`src/rtl/core/cts_pkg.sv`:
```
// Shared types and constants for the command token selector.
`default_nettype none

package cts_pkg;

    localparam logic [7:0] CH_DQUOTE = 8'h22;
    localparam logic [7:0] CH_SQUOTE = 8'h27;
    localparam logic [7:0] CH_SPACE  = 8'h20;
    localparam logic [7:0] CH_BSLASH = 8'h5C;
    localparam logic [7:0] CH_ZERO   = 8'h30;
    localparam logic [7:0] CH_NINE   = 8'h39;

    localparam int CFG_INDEX_W = 1;
    localparam int CFG_DATA_W  = 8;
    localparam logic [CFG_INDEX_W-1:0] REG_TOKEN_SELECT = 1'd0;
    localparam logic [CFG_INDEX_W-1:0] REG_COUNT_ONLY   = 1'd1;

    localparam int RESULT_DEPTH_DEF = 4;

    typedef struct packed {
        logic [7:0] out_char;
        logic       char_valid;
        logic       line_done;
        logic [7:0] tokens_seen;
        logic       token_found;
    } result_t;

    // Results caused by one byte: a character result comes before the summary.
    typedef struct packed {
        logic [1:0] count;
        result_t    first;
        result_t    second;
    } lex_out_t;

endpackage

`default_nettype wire

```
`src/rtl/core/cts_if.sv`:
```
// Valid/ready channel interfaces for command bytes and result items.
`default_nettype none

interface cts_in_if;
    logic       valid;
    logic       ready;
    logic [7:0] char_in;
    logic       line_end;

    modport source (output valid, output char_in, output line_end, input ready);
    modport sink   (input valid, input char_in, input line_end, output ready);
endinterface

interface cts_out_if;
    logic       valid;
    logic       ready;
    logic [7:0] out_char;
    logic       char_valid;
    logic       line_done;
    logic [7:0] tokens_seen;
    logic       token_found;

    modport source (output valid, output out_char, output char_valid, output line_done,
                    output tokens_seen, output token_found, input ready);
    modport sink   (input valid, input out_char, input char_valid, input line_done,
                    input tokens_seen, input token_found, output ready);
endinterface

`default_nettype wire

```
`src/rtl/core/command_token_selector_top.sv`:
```
// Top level of the command token selector: input register, tokenizer, result queue.
//
//   channel  dir  payload                                                  transaction
//   cmd      in   char_in, line_end                                        valid && ready
//   tok      out  out_char, char_valid, line_done, tokens_seen, token_found valid && ready
//   cfg      in   cfg_index, cfg_data                                      cfg_we
//
// One byte is taken per cycle while the queue has room for two results. A byte waits in the
// input register while the tokenizer updates its state and writes zero, one or two results
// into the result queue, which delivers them on tok one at a time, so the sustained rate is
// set by the single-read result queue.
// Reset clears the tokenizer state, the registers and the queue; no clearing pass.
// When tok stalls, the queue fills; once fewer than two slots are free, cmd.ready drops while a byte waits.
`default_nettype none

module command_token_selector_top
    import cts_pkg::*;
#(
    parameter int RESULT_DEPTH = RESULT_DEPTH_DEF
)
(
    input  wire logic                   clk,
    input  wire logic                   rst_n,
    cts_in_if.sink                      cmd,
    cts_out_if.source                   tok,
    input  wire logic                   cfg_we,
    input  wire logic [CFG_INDEX_W-1:0] cfg_index,
    input  wire logic [CFG_DATA_W-1:0]  cfg_data
);

    logic       in_valid_reg;
    logic [7:0] char_reg;
    logic       end_reg;
    logic       room;
    logic       step;
    lex_out_t   results;

    assign step      = in_valid_reg && room;
    assign cmd.ready = !in_valid_reg || room;

    always_ff @(posedge clk or negedge rst_n)
    begin
        if (!rst_n)
        begin
            in_valid_reg <= 1'b0;
        end
        else if (cmd.ready)
        begin
            in_valid_reg <= cmd.valid;
        end
    end

    always_ff @(posedge clk)
    begin
        if (cmd.ready && cmd.valid)
        begin
            char_reg <= cmd.char_in;
            end_reg  <= cmd.line_end;
        end
    end

    cts_lexer u_lexer (
        .clk       (clk),
        .rst_n     (rst_n),
        .cfg_we    (cfg_we),
        .cfg_index (cfg_index),
        .cfg_data  (cfg_data),
        .step      (step),
        .char_in   (char_reg),
        .line_end  (end_reg),
        .results   (results)
    );

    cts_result_fifo #(
        .DEPTH (RESULT_DEPTH)
    ) u_result_fifo (
        .clk     (clk),
        .rst_n   (rst_n),
        .push    (step),
        .results (results),
        .room    (room),
        .res     (tok)
    );

endmodule

`default_nettype wire

```
`src/rtl/core/cts_lexer.sv`:
```
// Tokenizer state, configuration registers and per-byte result logic.
`default_nettype none

module cts_lexer
    import cts_pkg::*;
(
    input  wire logic                   clk,
    input  wire logic                   rst_n,
    input  wire logic                   cfg_we,
    input  wire logic [CFG_INDEX_W-1:0] cfg_index,
    input  wire logic [CFG_DATA_W-1:0]  cfg_data,
    input  wire logic                   step,
    input  wire logic [7:0]             char_in,
    input  wire logic                   line_end,
    output lex_out_t                    results
);

    typedef enum logic [1:0] {
        MODE_BETWEEN,
        MODE_WORD,
        MODE_QUOTED
    } mode_t;

    logic [7:0] token_select_reg;
    logic       count_only_reg;

    mode_t      mode_reg,      mode_next;
    logic       esc_act_reg,   esc_act_next;
    logic       esc_dig_reg,   esc_dig_next;
    logic [7:0] esc_code_reg,  esc_code_next;
    logic [7:0] count_reg,     count_next;
    logic       halted_reg,    halted_next;

    logic       is_quote;
    logic       is_space;
    logic       is_bslash;
    logic       is_digit;
    logic       in_token;
    logic       take;
    logic       emit;
    logic       selected;
    logic [7:0] value;
    logic       char_out;
    result_t    char_res;
    result_t    sum_res;

    assign is_quote  = (char_in == CH_DQUOTE) || (char_in == CH_SQUOTE);
    assign is_space  = (char_in == CH_SPACE);
    assign is_bslash = (char_in == CH_BSLASH);
    assign is_digit  = (char_in >= CH_ZERO) && (char_in <= CH_NINE);

    always_comb
    begin
        mode_next     = mode_reg;
        esc_act_next  = esc_act_reg;
        esc_dig_next  = esc_dig_reg;
        esc_code_next = esc_code_reg;
        count_next    = count_reg;
        halted_next   = halted_reg;
        in_token      = 1'b0;
        take          = 1'b0;
        emit          = 1'b0;
        value         = char_in;

        if (!halted_reg)
        begin
            in_token = 1'b1;
            case (mode_reg)
                MODE_WORD, MODE_QUOTED:
                begin
                    in_token = 1'b1;
                end
                default:
                begin
                    mode_next = MODE_BETWEEN;
                    if (is_quote)
                    begin
                        mode_next = MODE_QUOTED;
                        in_token  = 1'b0;
                        if (count_reg != 8'hFF)
                        begin
                            count_next = count_reg + 8'd1;
                        end
                    end
                    else if (!is_space)
                    begin
                        mode_next = MODE_WORD;
                        if (count_reg != 8'hFF)
                        begin
                            count_next = count_reg + 8'd1;
                        end
                    end
                    else
                    begin
                        in_token = 1'b0;
                    end
                end
            endcase
        end

        // Token index compare is one bit wider so a select of 255 never matches.
        selected = ({1'b0, count_next} == ({1'b0, token_select_reg} + 9'd1));

        if (in_token)
        begin
            take = 1'b1;
            if (!esc_act_reg)
            begin
                if (is_bslash)
                begin
                    esc_act_next  = 1'b1;
                    esc_dig_next  = 1'b0;
                    esc_code_next = 8'd0;
                    take          = 1'b0;
                end
                else if ((mode_next == MODE_QUOTED && is_quote) ||
                         (mode_next == MODE_WORD && is_space))
                begin
                    mode_next = MODE_BETWEEN;
                    take      = 1'b0;
                    if (!count_only_reg && selected)
                    begin
                        halted_next = 1'b1;
                    end
                end
            end
            else if (!is_digit)
            begin
                esc_act_next = 1'b0;
            end

            if (take)
            begin
                if (esc_act_next)
                begin
                    // Accumulate a decimal digit, modulo 256.
                    esc_dig_next  = 1'b1;
                    esc_code_next = (esc_code_reg << 3) + (esc_code_reg << 1)
                                    + (char_in - CH_ZERO);
                end
                else if (esc_dig_reg)
                begin
                    // Drop the terminator and emit the code.
                    value         = esc_code_reg;
                    esc_dig_next  = 1'b0;
                    esc_code_next = 8'd0;
                    emit          = 1'b1;
                end
                else
                begin
                    emit = 1'b1;
                end
            end
        end

        char_out = emit && !count_only_reg && selected;

        char_res.out_char    = value;
        char_res.char_valid  = 1'b1;
        char_res.line_done   = 1'b0;
        char_res.tokens_seen = 8'd0;
        char_res.token_found = 1'b0;

        sum_res.out_char    = 8'd0;
        sum_res.char_valid  = 1'b0;
        sum_res.line_done   = 1'b1;
        sum_res.tokens_seen = count_next;
        sum_res.token_found = (count_next > token_select_reg);

        results.count  = {1'b0, char_out} + {1'b0, line_end};
        results.first  = char_out ? char_res : sum_res;
        results.second = sum_res;

        if (line_end)
        begin
            mode_next     = MODE_BETWEEN;
            esc_act_next  = 1'b0;
            esc_dig_next  = 1'b0;
            esc_code_next = 8'd0;
            count_next    = 8'd0;
            halted_next   = 1'b0;
        end
    end

    always_ff @(posedge clk or negedge rst_n)
    begin
        if (!rst_n)
        begin
            token_select_reg <= 8'd0;
            count_only_reg   <= 1'b0;
            mode_reg         <= MODE_BETWEEN;
            esc_act_reg      <= 1'b0;
            esc_dig_reg      <= 1'b0;
            esc_code_reg     <= 8'd0;
            count_reg        <= 8'd0;
            halted_reg       <= 1'b0;
        end
        else
        begin
            if (cfg_we)
            begin
                case (cfg_index)
                    REG_TOKEN_SELECT: token_select_reg <= cfg_data[7:0];
                    REG_COUNT_ONLY:   count_only_reg   <= cfg_data[0];
                    default:          ;
                endcase
            end
            if (step)
            begin
                mode_reg     <= mode_next;
                esc_act_reg  <= esc_act_next;
                esc_dig_reg  <= esc_dig_next;
                esc_code_reg <= esc_code_next;
                count_reg    <= count_next;
                halted_reg   <= halted_next;
            end
        end
    end

endmodule

`default_nettype wire

```
`src/rtl/core/cts_result_fifo.sv`:
```
// Small result queue: takes up to two results a cycle, delivers one a cycle while res.ready is high.
`default_nettype none

module cts_result_fifo
    import cts_pkg::*;
#(
    parameter int DEPTH = RESULT_DEPTH_DEF
)
(
    input  wire logic     clk,
    input  wire logic     rst_n,
    input  wire logic     push,
    input  wire lex_out_t results,
    output logic          room,
    cts_out_if.source     res
);

    localparam int PTR_W = (DEPTH > 1) ? $clog2(DEPTH) : 1;
    localparam int CNT_W = $clog2(DEPTH + 1);

    result_t             mem [DEPTH];
    logic [PTR_W-1:0]    wr_ptr_reg, wr_ptr_next;
    logic [PTR_W-1:0]    rd_ptr_reg, rd_ptr_next;
    logic [PTR_W-1:0]    wr_ptr_inc;
    logic [CNT_W-1:0]    fill_reg,   fill_next;
    logic [1:0]          n_wr;
    logic                pop;
    result_t             head;

    function automatic logic [PTR_W-1:0] ptr_inc(input logic [PTR_W-1:0] p);
        logic [PTR_W-1:0] r;
        if (p == PTR_W'(DEPTH - 1))
        begin
            r = '0;
        end
        else
        begin
            r = p + PTR_W'(1);
        end
        return r;
    endfunction

    // Hold off new bytes unless a two-result transaction fits.
    assign room = (fill_reg <= CNT_W'(DEPTH - 2));
    assign n_wr = push ? results.count : 2'd0;
    assign pop  = res.valid && res.ready;
    assign head = mem[rd_ptr_reg];

    assign res.valid       = (fill_reg != '0);
    assign res.out_char    = head.out_char;
    assign res.char_valid  = head.char_valid;
    assign res.line_done   = head.line_done;
    assign res.tokens_seen = head.tokens_seen;
    assign res.token_found = head.token_found;

    always_comb
    begin
        wr_ptr_inc  = ptr_inc(wr_ptr_reg);
        wr_ptr_next = wr_ptr_reg;
        case (n_wr)
            2'd1:    wr_ptr_next = wr_ptr_inc;
            2'd2:    wr_ptr_next = ptr_inc(wr_ptr_inc);
            default: wr_ptr_next = wr_ptr_reg;
        endcase
        rd_ptr_next = pop ? ptr_inc(rd_ptr_reg) : rd_ptr_reg;
        fill_next   = fill_reg + CNT_W'(n_wr) - CNT_W'(pop);
    end

    always_ff @(posedge clk)
    begin
        if (n_wr != 2'd0)
        begin
            mem[wr_ptr_reg] <= results.first;
        end
        if (n_wr == 2'd2)
        begin
            mem[wr_ptr_inc] <= results.second;
        end
    end

    always_ff @(posedge clk or negedge rst_n)
    begin
        if (!rst_n)
        begin
            wr_ptr_reg <= '0;
            rd_ptr_reg <= '0;
            fill_reg   <= '0;
        end
        else
        begin
            wr_ptr_reg <= wr_ptr_next;
            rd_ptr_reg <= rd_ptr_next;
            fill_reg   <= fill_next;
        end
    end

endmodule

`default_nettype wire

```
`src/flat_wrapper.sv`:
```
// flat-port wrapper written by rule: the top's interface ports become plain ports
module command_token_selector_top_flat import cts_pkg::*;
#(
    parameter int RESULT_DEPTH = RESULT_DEPTH_DEF
)
  (clk, rst_n, cfg_we, cfg_index, cfg_data, cmd_valid, cmd_char_in, cmd_line_end, cmd_ready, tok_valid, tok_out_char, tok_char_valid, tok_line_done, tok_tokens_seen, tok_token_found, tok_ready);
  cts_in_if cmd_i ();
  cts_out_if tok_i ();
  input  wire logic clk;
  input  wire logic rst_n;
  input  wire logic cfg_we;
  input  wire logic [CFG_INDEX_W-1:0] cfg_index;
  input  wire logic [CFG_DATA_W-1:0] cfg_data;
  input wire logic [$bits(cmd_i.valid)-1:0] cmd_valid;
  input wire logic [$bits(cmd_i.char_in)-1:0] cmd_char_in;
  input wire logic [$bits(cmd_i.line_end)-1:0] cmd_line_end;
  output wire logic [$bits(cmd_i.ready)-1:0] cmd_ready;
  output wire logic [$bits(tok_i.valid)-1:0] tok_valid;
  output wire logic [$bits(tok_i.out_char)-1:0] tok_out_char;
  output wire logic [$bits(tok_i.char_valid)-1:0] tok_char_valid;
  output wire logic [$bits(tok_i.line_done)-1:0] tok_line_done;
  output wire logic [$bits(tok_i.tokens_seen)-1:0] tok_tokens_seen;
  output wire logic [$bits(tok_i.token_found)-1:0] tok_token_found;
  input wire logic [$bits(tok_i.ready)-1:0] tok_ready;
  assign cmd_i.valid = cmd_valid;
  assign cmd_i.char_in = cmd_char_in;
  assign cmd_i.line_end = cmd_line_end;
  assign cmd_ready = cmd_i.ready;
  assign tok_valid = tok_i.valid;
  assign tok_out_char = tok_i.out_char;
  assign tok_char_valid = tok_i.char_valid;
  assign tok_line_done = tok_i.line_done;
  assign tok_tokens_seen = tok_i.tokens_seen;
  assign tok_token_found = tok_i.token_found;
  assign tok_i.ready = tok_ready;
  command_token_selector_top #(.RESULT_DEPTH(RESULT_DEPTH)) u_core (.clk(clk), .rst_n(rst_n), .cmd(cmd_i), .tok(tok_i), .cfg_we(cfg_we), .cfg_index(cfg_index), .cfg_data(cfg_data));
endmodule
```
`config.mk`:
```
export PLATFORM = sky130hd
export DESIGN_NAME = command_token_selector_top_flat
export DESIGN_NICKNAME = d
export VERILOG_FILES = /design/src/rtl/core/cts_pkg.sv /design/src/rtl/core/cts_if.sv /design/src/rtl/core/command_token_selector_top.sv /design/src/rtl/core/cts_lexer.sv /design/src/rtl/core/cts_result_fifo.sv /design/src/flat_wrapper.sv
export SDC_FILE = /design/constraint.sdc
export NUM_CORES = 1
export LEC_CHECK = 0
export ABC_AREA = 1
export BUFFER_PORTS_ARGS = -buffer_cell sky130_fd_sc_hd__buf_2
export CORE_MARGIN = 2
export CORE_UTILIZATION = 60
export DETAILED_ROUTE_END_ITERATION = 12
export PLACE_DENSITY = 0.79
export SYNTH_ARGS = -nofsm -noshare
export SYNTH_HDL_FRONTEND = slang
export SYNTH_SLANG_ARGS = --single-unit
```
`constraint.sdc`:
```
create_clock -name clk -period 10.4 [get_ports clk]
set_input_delay 1.04 -clock clk [delete_from_list [all_inputs] [get_ports clk]]
set_output_delay 1.04 -clock clk [all_outputs]
set_load 0.01 [all_outputs]
```
## Yosys cells after proc, flatten, opt, wreduce, memory -nomap -nowiden

Memories as Yosys holds them, arrays and structs flattened.
Index checks and enable logic that the tools add are counted.

- Input bits: 23
- Memories kept: 1
- Logic and storage cells: 139
- Bits in writable memories: 76
- Register bits: 47
- Output and inout bits: 21

- Reduce and logical (&&, ||, !) cells: 25
- Order comparisons: 4
- Bitwise logic cells: 1
- Eq/ne operators: 17
- Add/subtract/negate cells: 11
- Mux-type cells: 66

Memories:

| memory | words | bits a word | rd ports | clocked after Yosys merged registers in | write ports | RTL line | text |
|---|---|---|---|---|---|---|---|
| u_core.u_result_fifo.mem | 4 | 19 | 1 | 0 | 2 | cts_result_fifo.sv:21 | `result_t mem [DEPTH];` |

Operators by type and width:

| kind | count |
|---|---|
| two-way mux 8 bit | 17 |
| two-way mux 1 bit | 35 |
| == test 8 x 6 -> 1 bit, second input constant | 3 |
| two-way mux 2 bit | 12 |
| two-way mux 19 bit | 1 |
| adder 8 bit | 2 |
| == test 2 bit, second input constant | 6 |
| nonzero test 2 bit | 5 |
| adder 8 x 1 -> 9 bit, second input constant | 1 |
| == test 8 x 9 -> 1 bit | 1 |
| logical AND 1 bit | 9 |
| adder 8 x 1 -> 8 bit, second input constant | 1 |
| == test 8 x 7 -> 1 bit, second input constant | 1 |
| greater-or-equal comparator 8 x 6 -> 1 bit, second input constant | 1 |
| greater-than comparator 8 bit | 1 |
| less-or-equal comparator 8 x 6 -> 1 bit, second input constant | 1 |
| inequality test 8 bit, second input constant | 1 |
| subtractor 8 x 6 -> 8 bit, second input constant | 1 |
| adder 2 x 1 -> 2 bit, second input constant | 3 |
| == test 2 x 1 -> 1 bit, second input constant | 3 |
| AND reduction 2 bit | 3 |
| AND reduction 6 bit | 1 |
| inequality test 2 x 1 -> 1 bit, second input constant | 2 |
| case mux 2 bit (2 select lines) | 1 |
| other kinds (9) | 12 |

## Longest topological paths before layout

- Depth in word-level cells: 21
- Mapped depth: 23
- Mapped depth without buffers: 22

## By module

From an unflattened synthesis, not the netlist that was laid out.

- Cells, all modules: 933
- Area total of the unflattened synthesis: 7775.0 µm²

By module, submodules not included:

| module | cells each | seq. area each (µm²) | area an instance (µm²) | times used |
|---|---|---|---|---|
| cts_result_fifo | 463 | 2457.4 | 4324.1 | 1 |
| cts_lexer | 453 | 750.7 | 3128.0 | 1 |
| command_token_selector_top | 17 | 295.3 | 322.8 | 1 |

## Worst setup path before layout

OpenSTA, ideal clock, no wires.

- Kind: register to register
- Start: register u_core.u_lexer.count_reg[0]
- End: memory u_core.u_result_fifo.mem[3][1] (netlist bit) (data pin)
- Setup time: 0.268 ns
- Slack: 6.316 ns
- Data required time: 10.132 ns
- Period minus slack after synthesis: 4.084 ns
- Data arrival time: 3.816 ns
- Cell stages (with the launch flop): 22
- Path buffers: 0
- Path through: dfrtp_1 ha_1 nand3_1 inv_1 nand2_2 nand3_2 xor2_1 ha_1 nor3_1 nand2_1 nor2_1 nand3_2 nor4_1 ha_1 nand2_1 ha_1 nand2_1 inv_1 nor2_1 inv_1 nand2_4 nor2_1

RTL lines:

| item | RTL line | text |
|---|---|---|
| start, declared | cts_lexer.sv:31 | `logic [7:0] count_reg, count_next;` |
| start signal, assigned | cts_lexer.sv:214 | `count_reg <= count_next;` |
| end, declared | cts_result_fifo.sv:21 |  |

==> results.toml <==
[detailed_routing]
vias = 6179
wirelength_um = 16700
ant_nets = 0
drc = 0
firstDrtPassIters = 7
first_iter_violations = 570
wl_per_cell_um = 15.6
routed_via_density = 5.78

[global_routing]
antenna_found_initial = 0
grt_start_max_net_pins = 41
grt_pass1_vias = 5782
grt_use_met2 = 0.431
grt_usage = 0.279
grt_use_met1 = 0.400
busiest_layer = "met2"
gr-total-overflow = 0
grt_pass1_wl_um = 28400
use_met3 = 0.0562

[pwr]
power_leakage_nw = 3.77
pwr-share-clk = 0.312
peakVddDrop_mv = 0.218
p_sw_frac = 0.388
pwr-share-comb = 0.362
p_per_area_nw_per_um2 = 252
power_frac_seq = 0.325
total_power_mw = 2.00
intPower_mw = 1.23
power_switching_mw = 0.777

[cells_and_area]
nets = 976
largest_register_ffs = 76
instances_no_fill = 1069
syn2layout_area_growth_pct = 12.4
design_area_um2 = 7940
regMostFlops = "u_core.u_result_fifo.mem"
drive_above_1_share = 0.118
n_antenna_cell = 0
fill_cells = 902

[synth]
synth_area_um2 = 7060
synthCells = 875
yosys_most_used_dff = "edfxtp_1"
synth-seq-cells = 123
syn_nets = 938
ys_warn_count = 0
syn_area_per_cell_um2 = 8.07
yosysSeqAreaShare = 0.439
synth_edf_count = 45
yosys.cell_types.count = 41
async_flop_share = 0.309

[clocking]
clockRootBuffer = "clkbuf_16"
cts_resized = 0
post-cts-setup-buffers = 0
clkLatencyLatePin_ps = 430
cts-buffers-inserted = 17
cts.sinks = 123
clockBufferDepth = 2
cts_tree = "yes"
path_clk_slew_ps = 60
ctsHoldBuffers = 0
htree_levels = 4

[sta]
relSlewSlack = 0.273
finalHoldViolCount = 0
maxSlewViolCount = 0
worstMarginPinSlew_ps = 1090
final.setup.tns_ps = 0
grt_setup_unrepaired = "false"
period_needed_ps = 5130
fmax_ghz = 0.195
min_period_over_period = 0.493
skew_ps = 6.65
setup_viol = 0

[outcome]
status = "complete, no violations"

[floorplan]
die_w_um = 112
start_util = 0.616
ios = 44
num_rows = 39
fp.coreArea_um2 = 11500
die-area_um2 = 12700
die_y_um = 112

[placement]
io_buffers = 43
dpl-instance-area_um2 = 7320
place_congestion = 0.929
dp_hpwl_um = 11600
place_inst = 1037

[hold_path]
min_to = "u_core.u_result_fifo.mem[1][17]"
min_path_cells = 2
min_path_type = "register to register"
hp-start = "u_core.u_result_fifo.mem[1][17]"

[worst_setup_path]
startpoint_type = "register"
end_kind = "register"
required_ps = 10540
reg2reg_depth = 21
critPathArrivalTime_ps = 5270
rrSetupSlack_ps = 5270
reg2reg_from = "u_core.u_lexer.count_reg[0]"
critPathMaxFanout = 11
crit_type = "register to register"
r2r-end = "u_core.u_result_fifo.mem[2][0]"

[flow_run]
drv_cap = 0
cells in the final DEF (no fill, tap or decap), types with 2 or more instances in the layout:
cell | netlist | layout
nand2_1 | 192 | 192
nor2_1 | 121 | 121
inv_1 | 89 | 89
o21ai_0 | 64 | 64
nand4_1 | 50 | 50
edfxtp_1 | 45 | 45
nand3_1 | 43 | 43
buf_2 | 0 | 43
dfxtp_1 | 40 | 40
dfrtp_1 | 38 | 38
ha_1 | 34 | 34
o22ai_1 | 27 | 27
a21oi_1 | 23 | 23
clkbuf_16 | 0 | 17
xor2_1 | 8 | 8
nand2_2 | 8 | 8
xnor2_1 | 7 | 7
inv_2 | 7 | 7
o211ai_1 | 6 | 6
o21ai_1 | 6 | 6
fa_1 | 6 | 6
nand3_2 | 5 | 5
nand3_4 | 4 | 4
nand2_4 | 4 | 4
nor3_1 | 4 | 4
bufinv_16 | 0 | 4
clkinvlp_4 | 0 | 3
inv_6 | 0 | 3
clkinv_1 | 1 | 2
nor2_2 | 2 | 2
a21boi_0 | 2 | 2
nand3b_1 | 2 | 2
clkinv_2 | 0 | 2
power groups by stage:
stage / clock [mW] / combinational [mW] / sequential, mW
2_1_floorplan: 0 / 0.523 / 0.633
3_3_place_gp: 0 / 0.709 / 0.655
3_5_place_dp: 0 / 0.718 / 0.659
4_1_cts: 0.628 / 0.725 / 0.649
5_1_grt: 0.650 / 0.819 / 0.660
6_report: 0.626 / 0.726 / 0.652
logic make-up after synthesis:
logic type                 count (synthesis)  share of synthesized area
DFF                                      123                      0.439
xor gates and xnor gates                  15                     0.0186
AOI/OAI and AO/OA                        134                      0.105
and+or+nand+nor                          441                      0.288
buffers and inverters                    122                     0.0723
adders and majority gates                 40                     0.0772
layout make-up:
type / count / area [um^2] / share of cell area
sequential: 123 / 3100 / 0.391
multi-input combinational: 630 / 3450 / 0.435
tap: 143 / 179 / 0.0225
inverter: 97 / 364 / 0.0459
clock inverter: 14 / 191 / 0.0241
clock buffer: 18 / 429 / 0.0541
timing repair buffer: 44 / 223 / 0.0281
critical path, cell delays in order, from the launching register on:
cell and delay (ps):
dfrtp_1 410, ha_1 230, nand3_1 130, inv_1 70, nand2_2 140, nand3_2 140, xor2_1 460, ha_1 340
nor3_1 170, nand2_1 70, nor2_1 110, nand3_2 170, nor4_1 250, ha_1 200, nand2_1 110, ha_1 360
nand2_1 170, inv_1 70, nor2_1 510, inv_1 420, nand2_4 240, nor2_1 70
synth_stat cells (2+ instances only):
| cell | number | share of area |
|---|---|---|
| o21ai_1 | 6 | 0.0043 |
| dfrtp_1 | 38 | 0.13 |
| buf_6 | 7 | 0.011 |
| nand4_1 | 50 | 0.044 |
| xor2_1 | 8 | 0.0099 |
| nand3_2 | 5 | 0.0071 |
| o21ai_0 | 64 | 0.045 |
| o22ai_1 | 27 | 0.024 |
| nand2_1 | 192 | 0.10 |
| nand3_1 | 43 | 0.030 |
| fa_1 | 6 | 0.017 |
| clkbuf_1 | 18 | 0.0096 |
| nand2_4 | 4 | 0.0064 |
| nand3b_1 | 2 | 0.0021 |
| nor2_2 | 2 | 0.0018 |
| dfxtp_1 | 40 | 0.11 |
| edfxtp_1 | 45 | 0.19 |
| o211ai_1 | 6 | 0.0064 |
| nand2_2 | 8 | 0.0071 |
| inv_2 | 7 | 0.0037 |
| inv_1 | 89 | 0.047 |
| a21oi_1 | 23 | 0.016 |
| a21boi_0 | 2 | 0.0021 |
| nor2_1 | 121 | 0.064 |
| nand3_4 | 4 | 0.0099 |
| xnor2_1 | 7 | 0.0087 |
| nor3_1 | 4 | 0.0028 |
| ha_1 | 34 | 0.060 |
routing by layer:
| layer | vias to the layer above | part of all wire |
|---|---|---|
| met5 | - | 0 |
| met4 | 0 | 0.015 |
| met2 | 232 | 0.45 |
| met3 | 25 | 0.069 |
| met1 | 2894 | 0.46 |
| li1 | 3028 | - |
worst max path at each step:
stage	from	to	cells past startpoint	slack (ps)
after detailed placement	u_core.char_reg[4]	u_core.u_result_fifo.mem[3][1]	21	5280
after CTS	u_core.char_reg[4]	u_core.u_result_fifo.mem[3][2]	21	5240
after floorplan	u_core.u_lexer.count_reg[0]	u_core.u_result_fifo.mem[3][1]	21	6320
after global routing	u_core.char_reg[6]	u_core.u_result_fifo.mem[3][2]	21	4810
final	u_core.u_lexer.count_reg[0]	u_core.u_result_fifo.mem[2][0]	21	5270
after global placement	u_core.char_reg[4]	u_core.u_result_fifo.mem[3][0]	21	5480
stage by stage:
step	util	hold WS (ps)	setup WS (ps)
after floorplan	-	421	6320
after global placement	0.638	436	5480
after detailed placement	0.638	436	5280
after CTS	0.692	451	5240
after global routing	0.692	461	4810
final	0.692	451	5270
(Power assumes the default switching activity.)
